`config.mk`:
```
export PLATFORM = sky130hd
export DESIGN_NAME = mta_norm
export DESIGN_NICKNAME = d
export VERILOG_FILES = /design/src/rtl/mta_pkg.sv /design/src/rtl/mta_norm.sv
export SDC_FILE = /design/constraint.sdc
export NUM_CORES = 2
export LEC_CHECK = 0
export ABC_AREA = 1
export ABC_CLOCK_PERIOD_IN_PS = 9200
export BUFFER_PORTS_ARGS = -buffer_cell sky130_fd_sc_hd__buf_4
export CAP_MARGIN = 10
export CORE_ASPECT_RATIO = 0.75
export CORE_MARGIN = 8
export CORE_UTILIZATION = 55
export DETAILED_ROUTE_END_ITERATION = 16
export PLACE_DENSITY = 0.75
export SYNTH_ARGS = -nofsm -noshare
export SYNTH_HDL_FRONTEND = slang
export SYNTH_SLANG_ARGS = --single-unit
export TNS_END_PERCENT = 50
```
`constraint.sdc`:
```
create_clock -name clk_i -period 9.2 [get_ports clk_i]
set_input_delay 0 -clock clk_i [delete_from_list [all_inputs] [get_ports clk_i]]
set_output_delay 0 -clock clk_i [all_outputs]
set_load 0.02 [all_outputs]
```
`src/rtl/mta_pkg.sv`:
```
`timescale 1ns / 1ps
// ----------------------------------------------------------------------------
// mta_pkg
// Shared types, widths and codes of the mesh tangent accumulator.
// ----------------------------------------------------------------------------
package mta_pkg;

  // Vertex store geometry.
  localparam int unsigned NUM_VERTICES = 1024;
  localparam int unsigned VTX_AW       = $clog2(NUM_VERTICES);

  // Field and datapath widths.
  localparam int unsigned COORD_W = 16;   // position and UV components
  localparam int unsigned SUM_W   = 20;   // tangent sum components
  localparam int unsigned TAN_W   = 16;   // Q1.14 tangent components
  localparam int unsigned VEC_W   = 36;   // signed vector into the normaliser
  localparam int unsigned MAG_W   = 35;   // magnitude of that vector
  localparam int unsigned SQ_W    = 50;   // sum of three squared 24 bit values
  localparam int unsigned ROOT_W  = 26;   // integer square root of that sum
  localparam int unsigned NUM_W   = 40;   // dividend and shifted divisor
  localparam int unsigned QUO_W   = 15;   // quotient, at most one in Q1.14

  localparam logic [QUO_W-1:0]  UNIT_Q14 = 15'd16384;
  localparam logic [SUM_W-1:0]  SUM_MAX  = 20'h7FFFF;
  localparam logic [SUM_W-1:0]  SUM_MIN  = 20'h80000;

  // Operation selector carried in the input tuser.
  typedef enum logic [1:0] {
    FUNC_LOAD = 2'd0,
    FUNC_TRI  = 2'd1,
    FUNC_READ = 2'd2,
    FUNC_NONE = 2'd3
  } func_e;

  // Result status carried in the output tuser.
  typedef enum logic [1:0] {
    STAT_OK    = 2'd0,
    STAT_DEGEN = 2'd1,
    STAT_ZERO  = 2'd2,
    STAT_SAT   = 2'd3
  } status_e;

  typedef logic signed [VEC_W-1:0] vec_t;

  // One vertex entry, x in the lowest bits.
  typedef struct packed {
    logic signed [COORD_W-1:0] v;
    logic signed [COORD_W-1:0] u;
    logic signed [COORD_W-1:0] z;
    logic signed [COORD_W-1:0] y;
    logic signed [COORD_W-1:0] x;
  } vertex_t;

  // One tangent sum entry, x in the lowest bits.
  typedef struct packed {
    logic signed [SUM_W-1:0] z;
    logic signed [SUM_W-1:0] y;
    logic signed [SUM_W-1:0] x;
  } sum_t;

  // Status and result of the normaliser towards the sequencer.
  typedef struct packed {
    logic                        done;
    logic                        zero;
    logic [2:0][TAN_W-1:0]       res;
  } norm_res_t;

endpackage

```
`src/rtl/mta_norm.sv`:
```
`timescale 1ns / 1ps
// ----------------------------------------------------------------------------
// mta_norm
// Multi-cycle normaliser: scales a three component vector to unit length in
// Q1.14 with a bit-serial square root and a bit-serial divider.
// ----------------------------------------------------------------------------
module mta_norm (
  input  logic                clk_i,
  input  logic                rst_ni,
  input  logic                start_i,
  input  mta_pkg::vec_t       vec_i [3],
  output mta_pkg::norm_res_t  res_o
);

  typedef enum logic [5:0] {
    N_IDLE  = 6'b000001,
    N_SHIFT = 6'b000010,
    N_SQ    = 6'b000100,
    N_SQRT  = 6'b001000,
    N_DIV   = 6'b010000,
    N_DONE  = 6'b100000
  } nstate_e;

  nstate_e state_q, state_d;

  logic [mta_pkg::MAG_W-1:0]  mag_q [3];
  logic [2:0]                 neg_q;
  logic [1:0]                 k_q;
  logic [3:0]                 j_q;
  logic [47:0]                prod_q;
  logic [mta_pkg::SQ_W-1:0]   n_q;
  logic [mta_pkg::SQ_W-1:0]   root_q;
  logic [mta_pkg::SQ_W-1:0]   bit_q;
  logic [mta_pkg::NUM_W-1:0]  num_q;
  logic [mta_pkg::NUM_W-1:0]  dvs_q;
  logic [mta_pkg::QUO_W-1:0]  quo_q;
  logic [2:0][mta_pkg::TAN_W-1:0] res_q;
  logic                       zero_q;

  logic [mta_pkg::VEC_W-1:0]  vec_abs [3];
  logic                       big;
  logic [1:0]                 k_sel;
  logic [1:0]                 k_nxt;
  logic [23:0]                sq_op;
  logic [mta_pkg::SQ_W-1:0]   sqrt_try;
  logic                       sqrt_ge;
  logic [mta_pkg::SQ_W-1:0]   root_next;
  logic [mta_pkg::ROOT_W-1:0] m_next;
  logic [mta_pkg::ROOT_W-1:0] m_cur;
  logic                       div_ge;
  logic [mta_pkg::QUO_W-1:0]  quo_next;
  logic [mta_pkg::QUO_W-1:0]  quo_clamp;
  logic [mta_pkg::TAN_W-1:0]  quo_ext;

  // Dividend for one component: magnitude in Q1.14 plus half the root for rounding.
  function automatic logic [mta_pkg::NUM_W-1:0] num_init(
    input logic [23:0]                mag,
    input logic [mta_pkg::ROOT_W-1:0] m
  );
    logic [mta_pkg::NUM_W-1:0] a;
    logic [mta_pkg::NUM_W-1:0] b;
    a = {2'b00, mag, 14'b0};
    b = mta_pkg::NUM_W'(m >> 1);
    return a + b;
  endfunction

  // Absolute values, shift detection and per-step arithmetic.
  always_comb begin
    for (int i = 0; i < 3; i++) begin
      vec_abs[i] = vec_i[i][mta_pkg::VEC_W-1] ? (~vec_i[i] + 1'b1) : vec_i[i];
    end
    big = (|mag_q[0][mta_pkg::MAG_W-1:24]) | (|mag_q[1][mta_pkg::MAG_W-1:24]) |
          (|mag_q[2][mta_pkg::MAG_W-1:24]);
    k_sel     = (k_q == 2'd3) ? 2'd2 : k_q;
    k_nxt     = (k_q >= 2'd2) ? 2'd2 : k_q + 2'd1;
    sq_op     = mag_q[k_sel][23:0];
    sqrt_try  = root_q + bit_q;
    sqrt_ge   = n_q >= sqrt_try;
    root_next = sqrt_ge ? ((root_q >> 1) + bit_q) : (root_q >> 1);
    m_next    = root_next[mta_pkg::ROOT_W-1:0];
    m_cur     = root_q[mta_pkg::ROOT_W-1:0];
    div_ge    = num_q >= dvs_q;
    quo_next  = {quo_q[mta_pkg::QUO_W-2:0], div_ge};
    quo_clamp = (quo_next > mta_pkg::UNIT_Q14) ? mta_pkg::UNIT_Q14 : quo_next;
    quo_ext   = {1'b0, quo_clamp};
  end

  // Sequencing of the normalisation steps.
  always_comb begin
    state_d = state_q;
    case (state_q)
      N_IDLE:  if (start_i) state_d = N_SHIFT;
      N_SHIFT: if (!big) state_d = N_SQ;
      N_SQ:    if (k_q == 2'd3) state_d = N_SQRT;
      N_SQRT: begin
        if (bit_q[0]) state_d = (m_next == '0) ? N_DONE : N_DIV;
      end
      N_DIV: begin
        if (j_q == 4'(mta_pkg::QUO_W - 1) && k_q == 2'd2) state_d = N_DONE;
      end
      N_DONE:  state_d = N_IDLE;
      default: state_d = N_IDLE;
    endcase
  end

  always_ff @(posedge clk_i or negedge rst_ni) begin
    if (!rst_ni) begin
      state_q <= N_IDLE;
    end else begin
      state_q <= state_d;
    end
  end

  // Datapath registers.
  always_ff @(posedge clk_i) begin
    case (state_q)
      N_IDLE: begin
        if (start_i) begin
          for (int i = 0; i < 3; i++) begin
            mag_q[i] <= vec_abs[i][mta_pkg::MAG_W-1:0];
            neg_q[i] <= vec_i[i][mta_pkg::VEC_W-1];
          end
          k_q <= 2'd0;
          n_q <= '0;
        end
      end
      N_SHIFT: begin
        if (big) begin
          for (int i = 0; i < 3; i++) mag_q[i] <= mag_q[i] >> 1;
        end
      end
      N_SQ: begin
        // Square one magnitude a cycle, accumulate it the cycle after.
        if (k_q != 2'd3) prod_q <= sq_op * sq_op;
        if (k_q != 2'd0) n_q <= n_q + mta_pkg::SQ_W'(prod_q);
        k_q    <= k_q + 2'd1;
        root_q <= '0;
        bit_q  <= mta_pkg::SQ_W'(1) << (mta_pkg::SQ_W - 2);
      end
      N_SQRT: begin
        if (sqrt_ge) n_q <= n_q - sqrt_try;
        root_q <= root_next;
        bit_q  <= bit_q >> 2;
        if (bit_q[0]) begin
          zero_q <= (m_next == '0);
          num_q  <= num_init(mag_q[0][23:0], m_next);
          dvs_q  <= mta_pkg::NUM_W'(m_next) << 14;
          quo_q  <= '0;
          j_q    <= '0;
          k_q    <= 2'd0;
        end
      end
      N_DIV: begin
        // Restoring division, one quotient bit a cycle; the last bit closes
        // the component and loads the dividend of the next one.
        if (j_q == 4'(mta_pkg::QUO_W - 1)) begin
          res_q[k_sel] <= neg_q[k_sel] ? (~quo_ext + 1'b1) : quo_ext;
          j_q   <= '0;
          quo_q <= '0;
          k_q   <= k_nxt;
          num_q <= num_init(mag_q[k_nxt][23:0], m_cur);
          dvs_q <= mta_pkg::NUM_W'(m_cur) << 14;
        end else begin
          if (div_ge) num_q <= num_q - dvs_q;
          dvs_q <= dvs_q >> 1;
          quo_q <= quo_next;
          j_q   <= j_q + 4'd1;
        end
      end
      default: begin
      end
    endcase
  end

  assign res_o.done = (state_q == N_DONE);
  assign res_o.zero = zero_q;
  assign res_o.res  = res_q;

endmodule

```
* Yosys cells after proc, flatten, opt, wreduce, memory -nomap -nowiden *
Memories as Yosys holds them, arrays and structs flattened.
Cells that the tools add are included.
W data, S select, Z words.

word-level totals
  bits in registers = 356
  latch bits = 0
  RAM bits = 105
  ROM bits = 0
  input port bits = 111
  output and inout bits = 50
  logic and storage cells = 136
  memories kept = 1

memories
  memory  words  bits a word  read ports  clocked after Yosys merged registers in  write ports  RTL line        text
  mag_q   3      35           5           0                                        3            mta_norm.sv:26  logic [mta_pkg::MAG_W-1:0] mag_q [3];

operators by class
  add/subtract/negate cells = 13
  $mul = 1
  div/mod/pow operators = 0
  magnitude comparators = 6
  equality and inequality tests = 19
  shift operators = 0
  multiplexer cells = 52
  bitwise operators = 9
  reductions and logical operators = 20

operators by type and width
  kind                     number
  $mux W35                 6
  $mux W40                 5
  $mux W50                 4
  $pmux W50 S2             2
  $pmux W40 S2             2
  $pmux W50 S3             1
  $add A35 B1 Y35 const B  3
  $not A35 Y35             3
  $add A38 B25 Y39         2
  $add A49 B50 Y50         1
  $add A50 B48 Y50         1
  $add A50 B50 Y50         1
  $ge A50 B50 Y1           1
  $sub A50 B50 Y50         1
  $bwmux W48               1
  $mul A24 B24 Y48         1
  $ge A40 B40 Y1           1
  $sub A40 B40 Y40         1
  $mux W6                  6
  $reduce_or A11 Y1        3
  $demux W16 S2            1
  $mux W16                 2
  $pmux W6 S5              1
  $mux W14                 2
  36 further kinds         68

* Logic depth before layout (Yosys ltp) *
An unclocked memory read counts as a cell.

  depth after elaboration = 8
  mapped depth = 46
  mapped depth without buffers = 45

* Worst setup path after synthesis *
No wires, ideal clock.

  path kind = register to register
  start = register state_q[5]
  end = memory mag_q[0][0] (netlist name), enable pin
  setup time = 714 ps
  arrival = 8082 ps
  required time = 8486 ps
  slack = 404 ps
  cell stages (with the launch flop) = 4
  path buffers = 0
  clock period less this slack = 8796 ps
  path through = dfrtp_1 -> nor2_1 -> nand4_1 -> o21ai_0

RTL lines
  what                      RTL line         text
  start: declaration        mta_norm.sv:24   nstate_e state_q, state_d;
  start signal: assignment  mta_norm.sv:110  state_q <= state_d;
  end: declaration          mta_norm.sv:26

* Worst setup path after layout *
  start = register k_q[1]
  end = register prod_q[40], data pin

on the way
  longest elaborated chain between the ends = 4

RTL lines
  what                      RTL line         text
  start: declaration        mta_norm.sv:28   logic [1:0] k_q;
  start signal: assignment  mta_norm.sv:136  k_q <= k_q + 2'd1;
  start signal: assignment  mta_norm.sv:160  k_q <= k_nxt;
  $eq A2 B2 Y1              mta_norm.sv:74   k_sel = (k_q == 2'd3) ? 2'd2 : k_q;
  $mux W2 (*)               mta_norm.sv:74
  $mem_v2 Z3 W35 (*)        n/a
  $mul A24 B24 Y48 (*)      mta_norm.sv:134  if (k_q != 2'd3) prod_q <= sq_op * sq_op;
  end signal: assignment    mta_norm.sv:134
  end: declaration          mta_norm.sv:30   logic [47:0] prod_q;

Every way passes the cells marked *; elsewhere a longest branch is shown, timed or not.
A chain may end at the register's enable or synchronous reset.

==> metrics.csv <==
metric,value,unit
status,finished clean,
Hold Crit Start,vec_i[40],
DRT iter0 DRCs,5319,
Critical Path RT,9560,ps
Worst R2R End,prod_q[40]$_DFFE_PP_,
Sink Count,435,
RR Startpoint,k_q[1]$_SDFFCE_PN0P_,
Adder-Cell Fraction of Synth Area,0.259,
Syn Inst Count,6840,
chip height,283,um
DR vias,48500,
startpoint types,register,
htree depth,2,
Non-Filler Instances,8421,
antenna-violating nets left,0,
area of the die,106000,um2
Critical path origin,k_q[1]$_SDFFCE_PN0P_,
drt pass-1 iters,9,
drt drc,0,
# rows,98,
period utilization,0.961,
TNS Setup,0,ps
max-cap violation count,0,
clk_skew,21.5,ps
die width,373,um
Synth Area in XOR/XNOR,0.0449,
Clock Tree Buf Depth,3,
vias per cell,5.76,
RSZ-0062 raised after global routing,no,
WHS,49.3,ps
Hold Fails Final Rpt,0,
Worst path max stage delay,640,ps
setup ws final,354,ps
Slew headroom,0.255,
GR Util All Layers,0.322,
worst skew pair latency,630,ps
pre-CTS setup slack,319,ps
Bufs and invs on worst path,5,
Synth Flop Type,edfxtp_1,
Final setup viols,0,
number of CTS-inserted buffers,49,
hold path endpoint,mag_q[1][4]$_DFFE_PP_,
Clock transition at path regs,60,ps
CTS tree,yes,
"FF+latch count, synth",435,
depth of the worst hold-timing path,5,
final WL,174000,um
Syn Area/Cell,7.67,um2
Final Critical Period,8850,ps
clock root buffer,clkbuf_16,
Fillers,8500,
post-synthesis mux area share,0.000215,
# IOs,161,
largest delay contributor family on the critical path,adder cells,
Mapped Area,52500,um2
Slew Limit Fails,0,
largest family of logic cells by synthesized area,adder cells,
Critical Path Sink Type,register,
"Async S/R FF share, synth",0.0138,
Port Buf Inserts,160,
Post-synth EDFFs,429,
crit path DAT,9200,ps
R2R depth,25,
area grow syn2layout,11.4,%
Fmax achieved,0.113,GHz
first-pass GRT wire length,268000,um
starting density of the core,0.553,
Synth Warn #,0,
routability congestion estimate,0.993,
CP Max Fanout,13,
vias in the first global route,47100,
Detail Placement HPWL,141000,um
synth unique cells,65,
NumNets Final,8064,
initial antenna violation count,11,
register area share after synthesis,0.248,
Hold Crit Class,input pin to register,
cell repeated most along the worst path,fa_1,
slowest stage cell on the critical path,clkinv_1,
core area,94900,um2
share of layout cells above drive strength 1,0.0631,
largest net degree at the start of global routing,89,
grt total ovfl,0,
Reg2Reg Setup Slack,350,ps
Compound-Gate Fraction of Synth Area,0.136,
syn_nets,7778,
placed insts,8179,
fraction of the mapped netlist area in simple logic gates,0.201,
critical path type,register to register,
drt wl/cell,20.6,um
Worst Tran Pin Value,1120,ps
-- cell usage after synthesis (17+ instances only) --
master    count  area share
clkbuf_1    104      0.0074
fa_1        433        0.17
o21ai_0     483       0.046
a31oi_1      78      0.0093
nor2_1      809       0.058
or2_2        34      0.0041
edfxtp_1    429        0.25
xnor2_1     103       0.017
nand2_2      24      0.0029
a21o_1       36      0.0052
a22oi_1      24      0.0034
nand3_1     254       0.024
o211ai_1     67      0.0096
ha_1        394       0.094
buf_2        17      0.0016
o31ai_1      19      0.0027
inv_1      1357       0.097
nand3b_1     20      0.0029
o22ai_1      23      0.0027
nand4_1      49      0.0058
xor2_1      166       0.028
o21ai_1      38      0.0036
nor4_1       44      0.0052
nand2_1    1183       0.085
nor3_1       72      0.0069
a21oi_1     384       0.037
o21bai_1     35      0.0050
-- cell usage in the layout, fill, tap and decap left out, drive strengths merged, types with 13 or more instances in the layout --
master / instances
inv: 1368
o221ai: 14
or2: 35
nor2: 825
o22ai: 23
o21a: 13
a31oi: 78
a21o: 36
nor3: 76
fa: 433
o211ai: 67
nand3: 259
ha: 394
xor2: 166
and3: 14
xnor2: 103
nand4: 49
a22oi: 24
o21ai: 528
buf: 230
dlygate4sd3: 142
o21bai: 35
nand3b: 20
clkinv: 25
edfxtp: 429
o31ai: 19
clkbuf: 57
nor4: 44
a21oi: 387
nand2: 1207
-- layout make-up --
cell class	count	area (um2)	area share
Multi-Input combinational cell	4893	33800	0.579
Sequential cell	435	13000	0.223
Inverter	1375	5180	0.0886
Timing Repair Buffer	372	3150	0.0539
Tap cell	1250	1560	0.0268
Clock buffer	57	1290	0.0220
Clock inverter	34	395	0.00677
Antenna cell	5	12.5	0.000214
-- registers in the layout, summed over array words and instances, names as in the netlist, 25 cells and up --
name and cells:
num_q 40, root_q 50, mag_q 105, n_q 50, dvs_q 40, bit_q 25, res_o 48, prod_q 47
-- cell families after synthesis --
kind of cell    after synthesis
mux                           1
simple gates               2532
xor+xnor                    269
fa+ha+maj                   827
compound gates             1262
flops                       435
buf+inv                    1514
-- routing by layer --
layer  part of all wire  GRT usage  vias up
met3               0.11     0.0789      358
li1                   -          -    22800
met1               0.43      0.461    22900
met4              0.031     0.0845       14
met2               0.43      0.486     2494
met5            0.00056          0        -
-- through the flow --
stage	instance area (um2)	util
floorplan	52500	-
global placement	55200	0.582
detailed placement	55200	0.582
CTS	58300	0.615
global route	58400	0.616
finish	58400	0.616
-- worst min-delay path, stage by stage --
cell and delay, ps:
buf_4 120, inv_1 80, xor2_1 110, nand2_1 100, o21ai_0 80
-- what timing repair did --
item                       in CTS  in global routing
hold buffers                  142                  0
gates resized for setup         0                 12
setup endpoints to repair       0                  8
hold endpoints to repair      114                  0
setup buffers                   0                  2
-- how the worst max path moves through the flow --
stage	cells after the start	slack (ps)	to
global placement	27	480	prod_q[40]$_DFFE_PP_
floorplan	3	400	mag_q[0][0]$_DFFE_PP_
CTS	27	310	prod_q[45]$_DFFE_PP_
detailed placement	27	320	prod_q[45]$_DFFE_PP_
global route	27	20	prod_q[45]$_DFFE_PP_
finish	25	350	prod_q[40]$_DFFE_PP_
Power is left out: the tool's default activity adds up to more than one toggle a clock period on the data nets, which glitch-free logic cannot reach.
